<file path="src/sv/c_lexer_token_scanner_assert.svh">
// ----------------------------------------------------------------------------
// c_lexer_token_scanner_assert
// assertion macros for the token scanner
// ----------------------------------------------------------------------------
`ifndef C_LEXER_TOKEN_SCANNER_ASSERT_SVH
`define C_LEXER_TOKEN_SCANNER_ASSERT_SVH

// condition checked at every clock edge outside reset
`define CLTS_ASSERT_ALWAYS(label, cond, msg) \
    label: assert property (@(posedge i_clk) disable iff (!i_rst_n) (cond)) else $error(msg);

// consequence checked in the cycle after the trigger
`define CLTS_ASSERT_NEXT(label, trig, cons, msg) \
    label: assert property (@(posedge i_clk) disable iff (!i_rst_n) (trig) |=> (cons)) \
        else $error(msg);

`endif

</file>
<file path="src/sv/clts_pkg.sv">
// ----------------------------------------------------------------------------
// clts_pkg
// token record, class codes and keyword table of the c token scanner
// ----------------------------------------------------------------------------
package clts_pkg;

    localparam int KwMaxChars = 8;
    localparam int KwCount    = 32;

    localparam logic [3:0] CLS_ID      = 4'd0;
    localparam logic [3:0] CLS_INT     = 4'd1;
    localparam logic [3:0] CLS_FLOAT   = 4'd2;
    localparam logic [3:0] CLS_CHAR    = 4'd3;
    localparam logic [3:0] CLS_STRING  = 4'd4;
    localparam logic [3:0] CLS_OP      = 4'd5;
    localparam logic [3:0] CLS_DELIM   = 4'd6;
    localparam logic [3:0] CLS_KEYWORD = 4'd7;
    localparam logic [3:0] CLS_ERROR   = 4'd8;

    localparam logic [5:0]  NOT_KEYWORD = 6'd32;
    localparam logic [19:0] LINE_MAX    = 20'hFFFFF;
    localparam logic [15:0] COL_MAX     = 16'hFFFF;
    localparam logic [15:0] LEN_MAX     = 16'hFFFF;

    typedef struct packed {
        logic [15:0] length;
        logic [31:0] offset;
        logic [15:0] col;
        logic [19:0] line;
        logic [5:0]  kw;
        logic [3:0]  cls;
    } t_tok;

    // first character in the highest used byte
    localparam logic [63:0] KW_TEXT [KwCount] = '{
        64'("auto"), 64'("short"), 64'("int"), 64'("long"), 64'("float"),
        64'("double"), 64'("char"), 64'("struct"), 64'("union"), 64'("enum"),
        64'("typedef"), 64'("const"), 64'("unsigned"), 64'("signed"),
        64'("extern"), 64'("register"), 64'("static"), 64'("volatile"),
        64'("void"), 64'("if"), 64'("else"), 64'("switch"), 64'("case"),
        64'("default"), 64'("for"), 64'("do"), 64'("while"), 64'("continue"),
        64'("break"), 64'("goto"), 64'("sizeof"), 64'("return")
    };

    localparam logic [3:0] KW_LEN [KwCount] = '{
        4'd4, 4'd5, 4'd3, 4'd4, 4'd5, 4'd6, 4'd4, 4'd6, 4'd5, 4'd4, 4'd7,
        4'd5, 4'd8, 4'd6, 4'd6, 4'd8, 4'd6, 4'd8, 4'd4, 4'd2, 4'd4, 4'd6,
        4'd4, 4'd7, 4'd3, 4'd2, 4'd5, 4'd8, 4'd5, 4'd4, 4'd6, 4'd6
    };

    function automatic logic [5:0] kw_lookup(input logic [7:0] word_q [KwMaxChars],
                                             input logic [15:0] len,
                                             input logic too_long);
        logic [5:0] res;
        logic       hit;
        res = NOT_KEYWORD;
        for (int i = KwCount - 1; i >= 0; i--) begin
            hit = !too_long && ({12'd0, KW_LEN[i]} == len);
            for (int k = 0; k < KwMaxChars; k++) begin
                if (k < int'(KW_LEN[i]) &&
                    word_q[k] != KW_TEXT[i][8*(int'(KW_LEN[i]) - 1 - k) +: 8]) begin
                    hit = 1'b0;
                end
            end
            if (hit) begin
                res = 6'(i);
            end
        end
        return res;
    endfunction

endpackage

</file>
<file path="src/sv/clts_lexer.sv">
// ----------------------------------------------------------------------------
// clts_lexer
// lexer state, position counters and token decision for one byte
// ----------------------------------------------------------------------------
module clts_lexer
    import clts_pkg::*;
(
    input  logic       i_clk,
    input  logic       i_rst_n,
    input  logic       i_accept,
    input  logic [7:0] i_char,
    input  logic       i_eoi,
    output logic       o_va,
    output t_tok       o_tok_a,
    output logic       o_vb,
    output t_tok       o_tok_b
);

    typedef enum logic [4:0] {
        S_BEGIN, S_WORD, S_INT, S_FRAC1, S_FRAC, S_EXP1, S_EXP2, S_EXP,
        S_PLUS, S_MINUS, S_SLASH, S_STAR, S_PCT, S_AMP, S_BAR, S_BANG,
        S_GT, S_GTGT, S_LT, S_LTLT, S_CARET, S_EQ,
        S_CHR, S_CHR_ESC, S_STR, S_STR_ESC, S_BLOCK, S_BLOCK_STAR, S_LINE
    } t_lex_state;

    t_lex_state  r_state, n_state;
    logic [7:0]  r_word [KwMaxChars];
    logic [7:0]  n_word [KwMaxChars];
    logic        r_too_long, n_too_long;
    logic [15:0] r_len, n_len;
    logic [19:0] r_line, n_line;
    logic [15:0] r_col, n_col;
    logic [31:0] r_off, n_off;
    logic [19:0] r_tline, n_tline;
    logic [15:0] r_tcol, n_tcol;
    logic [31:0] r_toff, n_toff;

    logic [15:0] len_inc;
    logic [15:0] ncol;
    logic [5:0]  kw_idx;
    logic        is_letter, is_digit, is_e, rebegin;
    logic [7:0]  op_first;

    assign is_letter = (i_char >= "a" && i_char <= "z") || (i_char >= "A" && i_char <= "Z")
                       || i_char == "_";
    assign is_digit  = i_char >= "0" && i_char <= "9";
    assign is_e      = i_char == "e" || i_char == "E";
    assign len_inc   = (r_len < LEN_MAX) ? r_len + 16'd1 : r_len;
    assign kw_idx    = kw_lookup(r_word, r_len, r_too_long);

    always_comb begin
        unique case (r_state)
            S_PLUS:  op_first = "+";
            S_MINUS: op_first = "-";
            S_AMP:   op_first = "&";
            S_BAR:   op_first = "|";
            S_GT:    op_first = ">";
            S_LT:    op_first = "<";
            default: op_first = 8'd0;
        endcase
    end

    always_comb begin
        n_state    = r_state;
        n_word     = r_word;
        n_too_long = r_too_long;
        n_len      = r_len;
        n_line     = r_line;
        n_col      = r_col;
        n_off      = r_off;
        n_tline    = r_tline;
        n_tcol     = r_tcol;
        n_toff     = r_toff;
        rebegin    = 1'b0;
        ncol       = 16'd0;
        o_va       = 1'b0;
        o_vb       = 1'b0;
        o_tok_a    = '{length: r_len, offset: r_toff, col: r_tcol, line: r_tline,
                       kw: NOT_KEYWORD, cls: CLS_ERROR};
        o_tok_b    = o_tok_a;
        if (i_accept) begin
            if (i_eoi) begin
                unique case (r_state)
                    S_WORD: begin
                        o_va = 1'b1;
                        o_tok_a.kw  = kw_idx;
                        o_tok_a.cls = (kw_idx == NOT_KEYWORD) ? CLS_ID : CLS_KEYWORD;
                    end
                    S_INT: begin
                        o_va = 1'b1;
                        o_tok_a.cls = CLS_INT;
                    end
                    S_FRAC, S_EXP: begin
                        o_va = 1'b1;
                        o_tok_a.cls = CLS_FLOAT;
                    end
                    S_FRAC1, S_EXP1, S_EXP2, S_CHR, S_CHR_ESC, S_STR, S_STR_ESC: begin
                        o_va = 1'b1;
                    end
                    S_PLUS, S_MINUS, S_SLASH, S_STAR, S_PCT, S_AMP, S_BAR, S_BANG,
                    S_GT, S_GTGT, S_LT, S_LTLT, S_CARET, S_EQ: begin
                        o_va = 1'b1;
                        o_tok_a.cls = CLS_OP;
                    end
                    default: begin
                    end
                endcase
                n_state    = S_BEGIN;
                n_len      = 16'd0;
                n_too_long = 1'b0;
            end else begin
                n_off = r_off + 32'd1;
                if (i_char == 8'h0A) begin
                    n_line = (r_line < LINE_MAX) ? r_line + 20'd1 : r_line;
                    n_col  = 16'd0;
                end else if (r_col < COL_MAX) begin
                    n_col = r_col + 16'd1;
                end
                ncol = (n_col < COL_MAX) ? n_col + 16'd1 : n_col;

                unique case (r_state)
                    S_BEGIN: rebegin = 1'b1;
                    S_WORD: begin
                        if (is_letter || is_digit) begin
                            if (r_len < 16'(KwMaxChars)) begin
                                n_word[r_len[2:0]] = i_char;
                            end else begin
                                n_too_long = 1'b1;
                            end
                            n_len = len_inc;
                        end else begin
                            o_va = 1'b1;
                            o_tok_a.kw  = kw_idx;
                            o_tok_a.cls = (kw_idx == NOT_KEYWORD) ? CLS_ID : CLS_KEYWORD;
                            rebegin = 1'b1;
                        end
                    end
                    S_INT: begin
                        if (is_digit) begin
                            n_len = len_inc;
                        end else if (i_char == ".") begin
                            n_len = len_inc;
                            n_state = S_FRAC1;
                        end else if (is_e) begin
                            n_len = len_inc;
                            n_state = S_EXP1;
                        end else begin
                            o_va = 1'b1;
                            o_tok_a.cls = CLS_INT;
                            rebegin = 1'b1;
                        end
                    end
                    S_FRAC1: begin
                        if (is_digit) begin
                            n_len = len_inc;
                            n_state = S_FRAC;
                        end else begin
                            o_va = 1'b1;
                            rebegin = 1'b1;
                        end
                    end
                    S_FRAC: begin
                        if (is_digit) begin
                            n_len = len_inc;
                        end else if (is_e) begin
                            n_len = len_inc;
                            n_state = S_EXP1;
                        end else begin
                            o_va = 1'b1;
                            o_tok_a.cls = CLS_FLOAT;
                            rebegin = 1'b1;
                        end
                    end
                    S_EXP1: begin
                        if (i_char == "+" || i_char == "-") begin
                            n_len = len_inc;
                            n_state = S_EXP2;
                        end else if (is_digit) begin
                            n_len = len_inc;
                            n_state = S_EXP;
                        end else begin
                            o_va = 1'b1;
                            rebegin = 1'b1;
                        end
                    end
                    S_EXP2: begin
                        if (is_digit) begin
                            n_len = len_inc;
                            n_state = S_EXP;
                        end else begin
                            o_va = 1'b1;
                            rebegin = 1'b1;
                        end
                    end
                    S_EXP: begin
                        if (is_digit) begin
                            n_len = len_inc;
                        end else begin
                            o_va = 1'b1;
                            o_tok_a.cls = CLS_FLOAT;
                            rebegin = 1'b1;
                        end
                    end
                    S_CHR, S_STR: begin
                        if (i_char == ((r_state == S_CHR) ? 8'h27 : 8'h22)) begin
                            o_va = 1'b1;
                            o_tok_a.cls = (r_state == S_CHR) ? CLS_CHAR : CLS_STRING;
                            o_vb = 1'b1;
                            o_tok_b = '{length: 16'd1, offset: r_off, col: n_col,
                                        line: n_line, kw: NOT_KEYWORD, cls: CLS_DELIM};
                            n_state = S_BEGIN;
                        end else begin
                            n_len = len_inc;
                            if (i_char == 8'h5C) begin
                                n_state = (r_state == S_CHR) ? S_CHR_ESC : S_STR_ESC;
                            end
                        end
                    end
                    S_CHR_ESC: begin
                        n_len = len_inc;
                        n_state = S_CHR;
                    end
                    S_STR_ESC: begin
                        n_len = len_inc;
                        n_state = S_STR;
                    end
                    S_BLOCK: begin
                        if (i_char == "*") begin
                            n_state = S_BLOCK_STAR;
                        end
                    end
                    S_BLOCK_STAR: begin
                        if (i_char == "/") begin
                            n_state = S_BEGIN;
                        end else if (i_char != "*") begin
                            n_state = S_BLOCK;
                        end
                    end
                    S_LINE: begin
                        if (i_char == 8'h0A) begin
                            n_state = S_BEGIN;
                        end
                    end
                    default: begin
                        o_tok_a.cls = CLS_OP;
                        if (i_char == "=") begin
                            o_va = 1'b1;
                            o_tok_a.length = len_inc;
                            n_len = len_inc;
                            n_state = S_BEGIN;
                        end else if (r_state == S_SLASH && i_char == "*") begin
                            n_state = S_BLOCK;
                        end else if (r_state == S_SLASH && i_char == "/") begin
                            n_state = S_LINE;
                        end else if (op_first != 8'd0 && i_char == op_first) begin
                            n_len = len_inc;
                            if (r_state == S_GT) begin
                                n_state = S_GTGT;
                            end else if (r_state == S_LT) begin
                                n_state = S_LTLT;
                            end else begin
                                o_va = 1'b1;
                                o_tok_a.length = len_inc;
                                n_state = S_BEGIN;
                            end
                        end else begin
                            o_va = 1'b1;
                            rebegin = 1'b1;
                        end
                    end
                endcase

                if (rebegin) begin
                    n_state = S_BEGIN;
                    o_tok_b = '{length: 16'd1, offset: r_off, col: n_col, line: n_line,
                                kw: NOT_KEYWORD, cls: CLS_DELIM};
                    if (is_letter || is_digit) begin
                        n_state    = is_letter ? S_WORD : S_INT;
                        n_word[0]  = i_char;
                        n_len      = 16'd1;
                        n_too_long = 1'b0;
                        n_tline    = n_line;
                        n_tcol     = n_col;
                        n_toff     = r_off;
                    end else begin
                        unique case (i_char)
                            8'h20, 8'h0A, 8'h09, 8'h0D: begin
                            end
                            "+", "-", "/", "*", "%", "&", "|", "!", ">", "<", "^", "=": begin
                                unique case (i_char)
                                    "+": n_state = S_PLUS;
                                    "-": n_state = S_MINUS;
                                    "/": n_state = S_SLASH;
                                    "*": n_state = S_STAR;
                                    "%": n_state = S_PCT;
                                    "&": n_state = S_AMP;
                                    "|": n_state = S_BAR;
                                    "!": n_state = S_BANG;
                                    ">": n_state = S_GT;
                                    "<": n_state = S_LT;
                                    "^": n_state = S_CARET;
                                    default: n_state = S_EQ;
                                endcase
                                n_len      = 16'd1;
                                n_too_long = 1'b0;
                                n_tline    = n_line;
                                n_tcol     = n_col;
                                n_toff     = r_off;
                            end
                            8'h27, 8'h22: begin
                                o_vb       = 1'b1;
                                n_state    = (i_char == 8'h22) ? S_STR : S_CHR;
                                n_len      = 16'd0;
                                n_too_long = 1'b0;
                                n_tline    = n_line;
                                n_tcol     = ncol;
                                n_toff     = r_off + 32'd1;
                            end
                            "(", ")", "{", "}", "[", "]", ":", ";", ",", ".", "#", "?": begin
                                o_vb = 1'b1;
                            end
                            default: begin
                                o_vb = 1'b1;
                                o_tok_b.cls = CLS_ERROR;
                            end
                        endcase
                    end
                end
            end
        end
    end

    always_ff @(posedge i_clk) begin
        if (!i_rst_n) begin
            r_state    <= S_BEGIN;
            r_too_long <= 1'b0;
            r_len      <= '0;
            r_line     <= '0;
            r_col      <= '0;
            r_off      <= '0;
            r_tline    <= '0;
            r_tcol     <= '0;
            r_toff     <= '0;
        end else begin
            r_state    <= n_state;
            r_too_long <= n_too_long;
            r_len      <= n_len;
            r_line     <= n_line;
            r_col      <= n_col;
            r_off      <= n_off;
            r_tline    <= n_tline;
            r_tcol     <= n_tcol;
            r_toff     <= n_toff;
        end
        r_word <= n_word;
    end

endmodule

</file>
<file path="src/sv/c_lexer_token_scanner.sv">
// ----------------------------------------------------------------------------
// c_lexer_token_scanner
// c source tokenizer, one byte per transfer, tokens with position and length
// ----------------------------------------------------------------------------
//  channel   dir  tdata                       tuser          tlast
//  s_axis    in   char_byte[7:0]              -              end_of_input
//  m_axis    out  token fields, see port      token_class    last_of_run
//
//  one byte is taken per cycle while the result queue has room for two tokens
//  a byte gives zero, one or two tokens; output drains one token per cycle while m_axis_tready is high
//  the four-entry result queue sets the rate: two-token bytes slow intake
//  to match the single output port; each token is registered in the queue before it is offered
//  synchronous active-low reset returns the lexer to its begin state
// ----------------------------------------------------------------------------
module c_lexer_token_scanner
    import clts_pkg::*;
(
    input  logic        i_clk,
    input  logic        i_rst_n,
    input  logic        s_axis_tvalid,
    output logic        s_axis_tready,
    input  logic [7:0]  s_axis_tdata,   // char_byte
    input  logic        s_axis_tlast,   // end_of_input
    output logic        m_axis_tvalid,
    input  logic        m_axis_tready,
    // keyword_index, start_line, start_col, start_offset, token_length
    output logic [95:0] m_axis_tdata,
    output logic [3:0]  m_axis_tuser,   // token_class
    output logic        m_axis_tlast    // last_of_run
);

    logic        in_xfer, out_xfer;
    logic        va, vb;
    t_tok        tok_a, tok_b;
    t_tok        e0, e1;
    logic        e0_last;
    logic [1:0]  n_push;
    t_tok        r_q [4];
    logic        r_q_last [4];
    logic [1:0]  r_wp, r_rp;
    logic [2:0]  r_count;

    assign s_axis_tready = r_count <= 3'd2;
    assign in_xfer       = s_axis_tvalid && s_axis_tready;
    assign m_axis_tvalid = r_count != 3'd0;
    assign out_xfer      = m_axis_tvalid && m_axis_tready;
    assign m_axis_tdata  = {6'b000000, r_q[r_rp].length, r_q[r_rp].offset, r_q[r_rp].col,
                            r_q[r_rp].line, r_q[r_rp].kw};
    assign m_axis_tuser  = r_q[r_rp].cls;
    assign m_axis_tlast  = r_q_last[r_rp];

    clts_lexer u_lexer (
        .i_clk    (i_clk),
        .i_rst_n  (i_rst_n),
        .i_accept (in_xfer),
        .i_char   (s_axis_tdata),
        .i_eoi    (s_axis_tlast),
        .o_va     (va),
        .o_tok_a  (tok_a),
        .o_vb     (vb),
        .o_tok_b  (tok_b)
    );

    assign e0      = va ? tok_a : tok_b;
    assign e1      = tok_b;
    assign e0_last = !(va && vb);
    assign n_push  = {1'b0, va} + {1'b0, vb};

    always_ff @(posedge i_clk) begin
        if (!i_rst_n) begin
            r_wp    <= '0;
            r_rp    <= '0;
            r_count <= '0;
        end else begin
            r_wp    <= r_wp + n_push;
            r_rp    <= r_rp + {1'b0, out_xfer};
            r_count <= r_count + {1'b0, n_push} - {2'b00, out_xfer};
        end
        if (n_push != 2'd0) begin
            r_q[r_wp]      <= e0;
            r_q_last[r_wp] <= e0_last;
        end
        if (n_push == 2'd2) begin
            r_q[r_wp + 2'd1]      <= e1;
            r_q_last[r_wp + 2'd1] <= 1'b1;
        end
    end

`include "c_lexer_token_scanner_assert.svh"

    `CLTS_ASSERT_ALWAYS(a_count_max, r_count <= 3'd4, "result queue overflow")
    `CLTS_ASSERT_ALWAYS(a_pair_room, !(in_xfer && r_count > 3'd2), "byte taken without room")
    `CLTS_ASSERT_NEXT(a_drain, out_xfer && !in_xfer, r_count == $past(r_count) - 3'd1, "drain")

endmodule
</file>
<file path="config.mk">
export PLATFORM = sky130hd
export DESIGN_NAME = c_lexer_token_scanner
export DESIGN_NICKNAME = d
export VERILOG_FILES = /design/src/sv/clts_pkg.sv /design/src/sv/clts_lexer.sv /design/src/sv/c_lexer_token_scanner.sv
export VERILOG_INCLUDE_DIRS = /design/src /design/src/sv
export SDC_FILE = /design/constraint.sdc
export NUM_CORES = 1
export LEC_CHECK = 0
export BUFFER_PORTS_ARGS = -buffer_cell sky130_fd_sc_hd__buf_2
export CAP_MARGIN = 10
export CELL_PAD_IN_SITES_DETAIL_PLACEMENT = 0
export CELL_PAD_IN_SITES_GLOBAL_PLACEMENT = 1
export CORE_MARGIN = 10
export CORE_UTILIZATION = 40
export CTS_CLUSTER_SIZE = 12
export DETAILED_ROUTE_END_ITERATION = 8
export PLACE_DENSITY = 0.69
export SYNTH_ARGS = -nofsm -noshare
export SYNTH_HDL_FRONTEND = slang
export SYNTH_SLANG_ARGS = --single-unit
</file>
<file path="constraint.sdc">
create_clock -name i_clk -period 13.17 [get_ports i_clk]
set_input_delay 2.634 -clock i_clk [delete_from_list [all_inputs] [get_ports i_clk]]
set_output_delay 2.634 -clock i_clk [all_outputs]
set_load 0.05 [all_outputs]
</file>
-- Word level (Yosys, flattened, before mapping)
Memory sizes are Yosys's and may differ from the RTL's. A register that Yosys moved wholly into a read port is not among the register bits.
Cells that the tools add are included.
Widths: inputs -> output; s select.
- register bits after elaboration: 229
- memory bits (writable): 380
- input port bits: 13
- logic and storage cells: 607
- memories: 2
- bitwise logic cells: 2
- mux-type cells: 336
- add/subtract/negate cells: 11
- reduce and logical (&&, ||, !) cells: 53
- equal/unequal tests: 169
- $lt $le $gt $ge: 14
- memories (memory ; depth ; width ; read ports ; clocked after memory_dff ; write ports ; RTL line ; source):
    r_q ; 4 ; 94 ; 1 ; 1 ; 2 ; c_lexer_token_scanner.sv:38 ; t_tok r_q [4];
    r_q_last ; 4 ; 1 ; 1 ; 1 ; 2 ; c_lexer_token_scanner.sv:39 ; logic r_q_last [4];
- operators by type and width (cell ; count):
    $ne 8x7->1 const B ; 87
    $mux 94 ; 6
    $mux 16 ; 31
    $mux 6 ; 34
    $mux 1 ; 198
    $mux 64 ; 3
    $eq 8x6->1 const B ; 21
    $pmux 16 s8 ; 1
    $mux 5 ; 22
    $eq 8x7->1 const B ; 10
    $mux 20 ; 4
    $eq 5x5->1 const B ; 13
    $bwmux 64 ; 1
    $eq 3x16->1 const A ; 4
    $pmux 16 s2 ; 2
    $pmux 32 s2 ; 1
    $pmux 5 s12 ; 1
    $pmux 5 s11 ; 1
    $add 16x1->16 const B ; 3
    $lt 16x16->1 const B ; 3
    $mux 4 ; 11
    $pmux 7 s6 ; 1
    $eq 5x4->1 const B ; 8
    $add 32x1->32 const B ; 1
    67 further kinds ; 118

-- Depth between registers and ports, before layout
- depth in word-level cells: 47
- depth in mapped cells: 22
- gate-level depth less buffers: 15

-- Modules after synthesis
A second synthesis with hierarchy kept.
- cells, all modules: 2949
- area, all modules: 34316.7 um^2
- modules (own cells, without submodules) (module ; area an instance (um^2) ; cells each ; instances):
    c_lexer_token_scanner ; 18801.8 ; 993 ; 1
    clts_lexer ; 15514.9 ; 1956 ; 1

-- Worst setup path before layout
Ideal clock, no wire load.
- kind: input port to flip-flop
- start point: input port s_axis_tdata[3]
- end point: memory r_q[2][10] (netlist bit) (enable)
- path slack: 4.819 ns
- stages: 16
- library setup time: 0.442 ns
- data arrival time: 7.909 ns
- path buffers: 4
- data required time: 12.728 ns
- path through: buf_2 -> or4_1 -> o221a_1 -> a2111o_1 -> o221ai_2 -> o41ai_1 -> nor2_1 -> buf_2 -> buf_2 -> and3_1 -> inv_1 -> ha_1 -> clkbuf_1 -> nor3b_1 -> nor2_1 -> inv_1
- RTL lines (what ; RTL line ; source):
    start: declaration ; c_lexer_token_scanner.sv:22 ; input logic [7:0] s_axis_tdata,
    end: declaration ; c_lexer_token_scanner.sv:38 ;

==> results.md <==
Status:
- The flow ran to the end, and the final reports show no timing, DRC or antenna violations.

Power and ir drop:
- The worst IR drop on VDD is 0.1396 mV.
- The share of power burned in the clock network is 34.9%.
- The power density relative to cell area is roughly 150 nW/um^2.
- Sequential cells account for approximately two fifths of the total power.
- The internal power component is 3.702 mW.
- Per report_power, the combinational group accounts for 24.9% of the total.
- For this design the static power due to leakage is roughly 11 nW.
- The net switching share of the total power is approximately a third.
- The analysis attributes to net switching a power of 1.912 mW.

Clock network:
- The number of buffers added to fix hold violations after cts is 0.
- The number of buffers created by CTS is 70.
- At the later pin of the worst-skew pair, clock insertion delay measures 0.62 ns.
- Buffers added to address setup during post-CTS repair amount to 0.
- Counting along the longest clock path gives a buffer depth of 3.
- Clock tree synthesis found a total of 609 sinks.
- The H-tree generated during clock tree synthesis spans 3 levels.
- The post-cts resize count is 0.
- The CTS tree is done.
- In this run the clock root is driven by a clkbuf_16.
- Clock-pin slew was measured on the worst setup and hold paths at 0.06 ns.

Critical path:
- Walking the worst path, the cells encountered are buf_2, nor4b_2, nand2_1, a211oi_1, o41ai_1, nor2_2, buf_4, and3_1, inv_1, ha_1, nor2_1, nor2_1, inv_4, buf_4.
- In this run the critical register-to-register path is launched from u_lexer.r_state[2].
- The required arrival time at the worst endpoint is 13.39 ns.
- The worst setup path is captured at a flip-flop.
- For the worst flop-to-flop path, the logic depth is 14.
- The biggest fanout along the worst timing path is 57.
- In this run the worst setup path terminates at r_q[3][84].
- The launching instance or port of the critical path is s_axis_tdata[5].
- The worst-case register-to-register setup slack is 6.76 ns.
- The slowest stage of the critical path belongs to the cell buf_4.
- The class of the most critical setup path is input port to flip-flop.
- In this run the critical register-to-register path is captured at r_q[3][84].
- Data on the critical path arrives at its endpoint at 8.25 ns.
- The type of origin of the critical path is an input port.
- The critical path's largest stage delay is 0.86 ns.

Routing:
- Once detail routing completed, the nets flagged for antenna violations numbered 0.
- The wire length after detailed routing is roughly 110000 um.
- In this run, the number of DRC markers left after iteration 0 of detailed routing was 2842.
- The detailed-route via count is 26.91k.
- The first TritonRoute pass finished after 6 iterations.
- The average detailed-routed wire length per instance is 26.87 um.
- After detailed routing, the number of vias per cell comes to 6.331.
- The remaining design rule violation count is 0.

Timing:
- The number of pins exceeding their max-slew limit in the final report came to 0.
- The shortest clock period the worst path allows after layout is 8.028 ns.
- Setup violations remaining at the end of the flow were counted as 0.
- The number of failing hold endpoints at the final stage is 0.
- Timing would allow up to 0.1246 GHz.
- The period utilization is 60.96%.
- After routing, the total negative slack on setup checks comes to 0 ns.
- The worst-case clock skew is just over 0.04 ns.
- In this run the tightest slew margin relative to its limit is approximately 20%.
- At the pin with the least slew margin, the transition time is approximately 1.2 ns.
- The worst hold slack across all endpoints is between 0.4 and 0.5 ns.
- Setup repair after global routing left no endpoint under its margin.

Synth:
- In this run, synthesis inferred 412 flip-flops with an integrated enable.
- By area the synthesized netlist is led by edfxtp_1 37%, dfxtp_1 12%, mux4_2 6.4%.
- The area fraction of the dominant cell type after synthesis is 37.12%.
- The most frequently used flop master after synthesis is edfxtp_1.
- After synthesis, the share of flip-flops with an asynchronous set or reset is 0%.
- The largest area contributor in the netlist is edfxtp_1.
- The count of different cell masters after synthesis is 99.
- The cell area after technology mapping is 33330 sq um.
- The number of warnings issued by yosys is 0.
- The synthesized design contains 609 register bits.
- The gate count of the mapped netlist is 3143.
- Dividing the synthesized area by the synthesized cell count gives 10.60 sq um.
- The post-synthesis sequential area ratio is 48.95%.

Layout:
- Cells with a size suffix above 1 make up 13.37% of the layout.
- The area growth from synthesis to layout is 10.49%.
- For this run, the post-layout net count is 3152.
- The count of fill cells added during filler insertion is 7744.

Place:
- After legalization and detailed placement, the total HPWL measured 76090 um.
- At the end of routability-driven placement, the weighted congestion stood at 0.9277.
- During placement, the flow inserted port buffers numbering 109.

GRT:
- The total grt overflow is 0.
- The number of antenna violations at the first check in global routing came to 2.
- The global-route wire length before repair is 171100 um.
- The number of global-route vias before repair was 26.32k.
- The global-route track usage on met1 is 32.93%.
- The global routing usage summed across all routing layers is a little under a quarter.
- The routing usage on met3 is about 3.4%.
- The global routing stage identified its most utilized layer as met2.
- Entering global routing, the biggest net connects between 80 and 90 pins.
- The met2 layer usage reported by global route is between 30% and 40%.

Die:
- The die height is 308.7 um.
- The placeable core area is approximately 82000 sq um.
- Measured along the x axis, the die boundary spans 308.7 um.
- For this design the top-level I/O count stands at 116.
- The initial utilization of the core area, before any placement, comes to 40.46%.
- The die covers 95270 sq um.
- In this run the core area contains 105 standard-cell rows.

Job:
- The number of maximum-capacitance constraint violations is 0.

Hold path:
- The startpoint identified for the worst hold timing path is r_q[0][6].
- The tightest min-delay check is of the flip-flop to flip-flop type.
==> metal layers <==
metal / part of all wire, % / vias to the layer above / routed length (um)
met5: 0.024 / - / 27
met4: 2.2 / 4 / 2458
met3: 6.9 / 157 / 7870
met2: 46 / 1056 / 52620
met1: 45 / 13550 / 51240
li1: - / 12140 / -
==> placed cells by master (no fill, tap or decap), types with 24 or more instances in the layout <==
master       n
edfxtp_1   412
nor2_1     292
nand2_1    277
dfxtp_1    195
a22o_1     178
a21oi_1    131
buf_2      109
o2bb2ai_1  106
mux4_2      95
nand3_1     84
nor3_1      83
nand4_1     80
clkbuf_16   73
o21ai_1     72
xor2_1      65
xnor2_1     64
a211oi_1    64
o21ai_0     63
buf_4       50
nor4_1      45
inv_1       34
or3_1       34
nand2b_1    31
and2_1      27
nor2b_1     27
and3_1      25
o31ai_1     24
==> power groups by stage <==
stage	registers (mW)	clock network, mW	logic [mW]
finish	2.26	1.96	1.40
global route	2.28	2.06	1.47
CTS	2.26	1.99	1.41
detailed placement	2.30	0	1.41
global placement	2.29	0	1.41
floorplan	2.25	0	1.05
==> how the worst min path moves through the flow <==
stage | to | slack (ns) | cells after the start
finish | r_q[0][6] | 0.45 | 2
global route | r_q[2][0] | 0.46 | 2
floorplan | r_q[2][7] | 0.43 | 2
CTS | r_q[1][6] | 0.45 | 2
detailed placement | r_q[1][6] | 0.44 | 2
global placement | r_q[2][6] | 0.43 | 2
==> Yosys cell counts, drive strengths merged (80+ instances only) <==
library cell  instances
edfxtp              412
nor2                294
nand2               278
dfxtp               197
a22o                178
clkbuf              155
o21ai               140
a21oi               131
o2bb2ai             106
buf                 103
mux4                 95
nand3                85
nor3                 85
nand4                80
==> final cells by class <==
cell class,count,area [sq um],area share (%)
flip-flops and latches,609,16320,44.32
multi-input cells,2241,15760,42.80
clock buffers,95,1949,5.293
well taps,1070,1339,3.635
repair buffers,160,925.9,2.514
clock inverters,34,361.6,0.9819
inverters,40,165.2,0.4485
diodes,1,2.502,0.006795
==> stage by stage <==
stage | cells | area (sq um) | total power, mW | utilization, % | setup slack, ns
3_5_place_dp | 4119 | 34510 | 3.714 | 41.89 | 4.619
3_3_place_gp | 4119 | 34510 | 3.701 | 41.89 | 4.707
5_1_grt | 4249 | 36820 | 5.808 | 44.70 | 4.849
6_report | 4250 | 36830 | 5.613 | 44.71 | 5.142
2_1_floorplan | 3148 | 33350 | 3.303 | - | 4.819
4_1_cts | 4248 | 36820 | 5.664 | 44.70 | 5.240
==> cells by family (layout without fill, tap and decap cells) <==
kind of cell | count (synthesis) | in the layout | synth area share (%)
AND/OR/NAND/NOR | 1156 | 1156 | 17.88
other | 1 | 7 | 0.01125
AO/OA/AOI/OAI | 820 | 820 | 18.09
flip-flops | 609 | 609 | 48.95
adder cells (fa/ha/maj) | 17 | 17 | 0.6607
multiplexers | 113 | 113 | 6.986
XOR/XNOR | 129 | 129 | 3.390
buffers and inverters | 298 | 329 | 4.032
==> state kept, by name (all words and copies together) (netlist names), 2 cells and up, named ones only <==
signal	count
u_lexer.r_col	16
r_q	376
u_lexer.r_tline	20
u_lexer.r_toff	32
u_lexer.r_line	20
r_count	3
u_lexer.r_off	32
u_lexer.r_word	8
u_lexer.r_state	5
r_rp	2
u_lexer.r_tcol	16
u_lexer.r_len	16
r_q_last	4
r_wp	2
==> critical path, delay by kind of cell <==
family                     cells  cell delay, ns
adders and majority gates      1            0.25
buffers and inverters          5            2.10
and+or+nand+nor                6            2.26
AOI/OAI and AO/OA              2            0.83
Power figures use the tool's default switching activity.
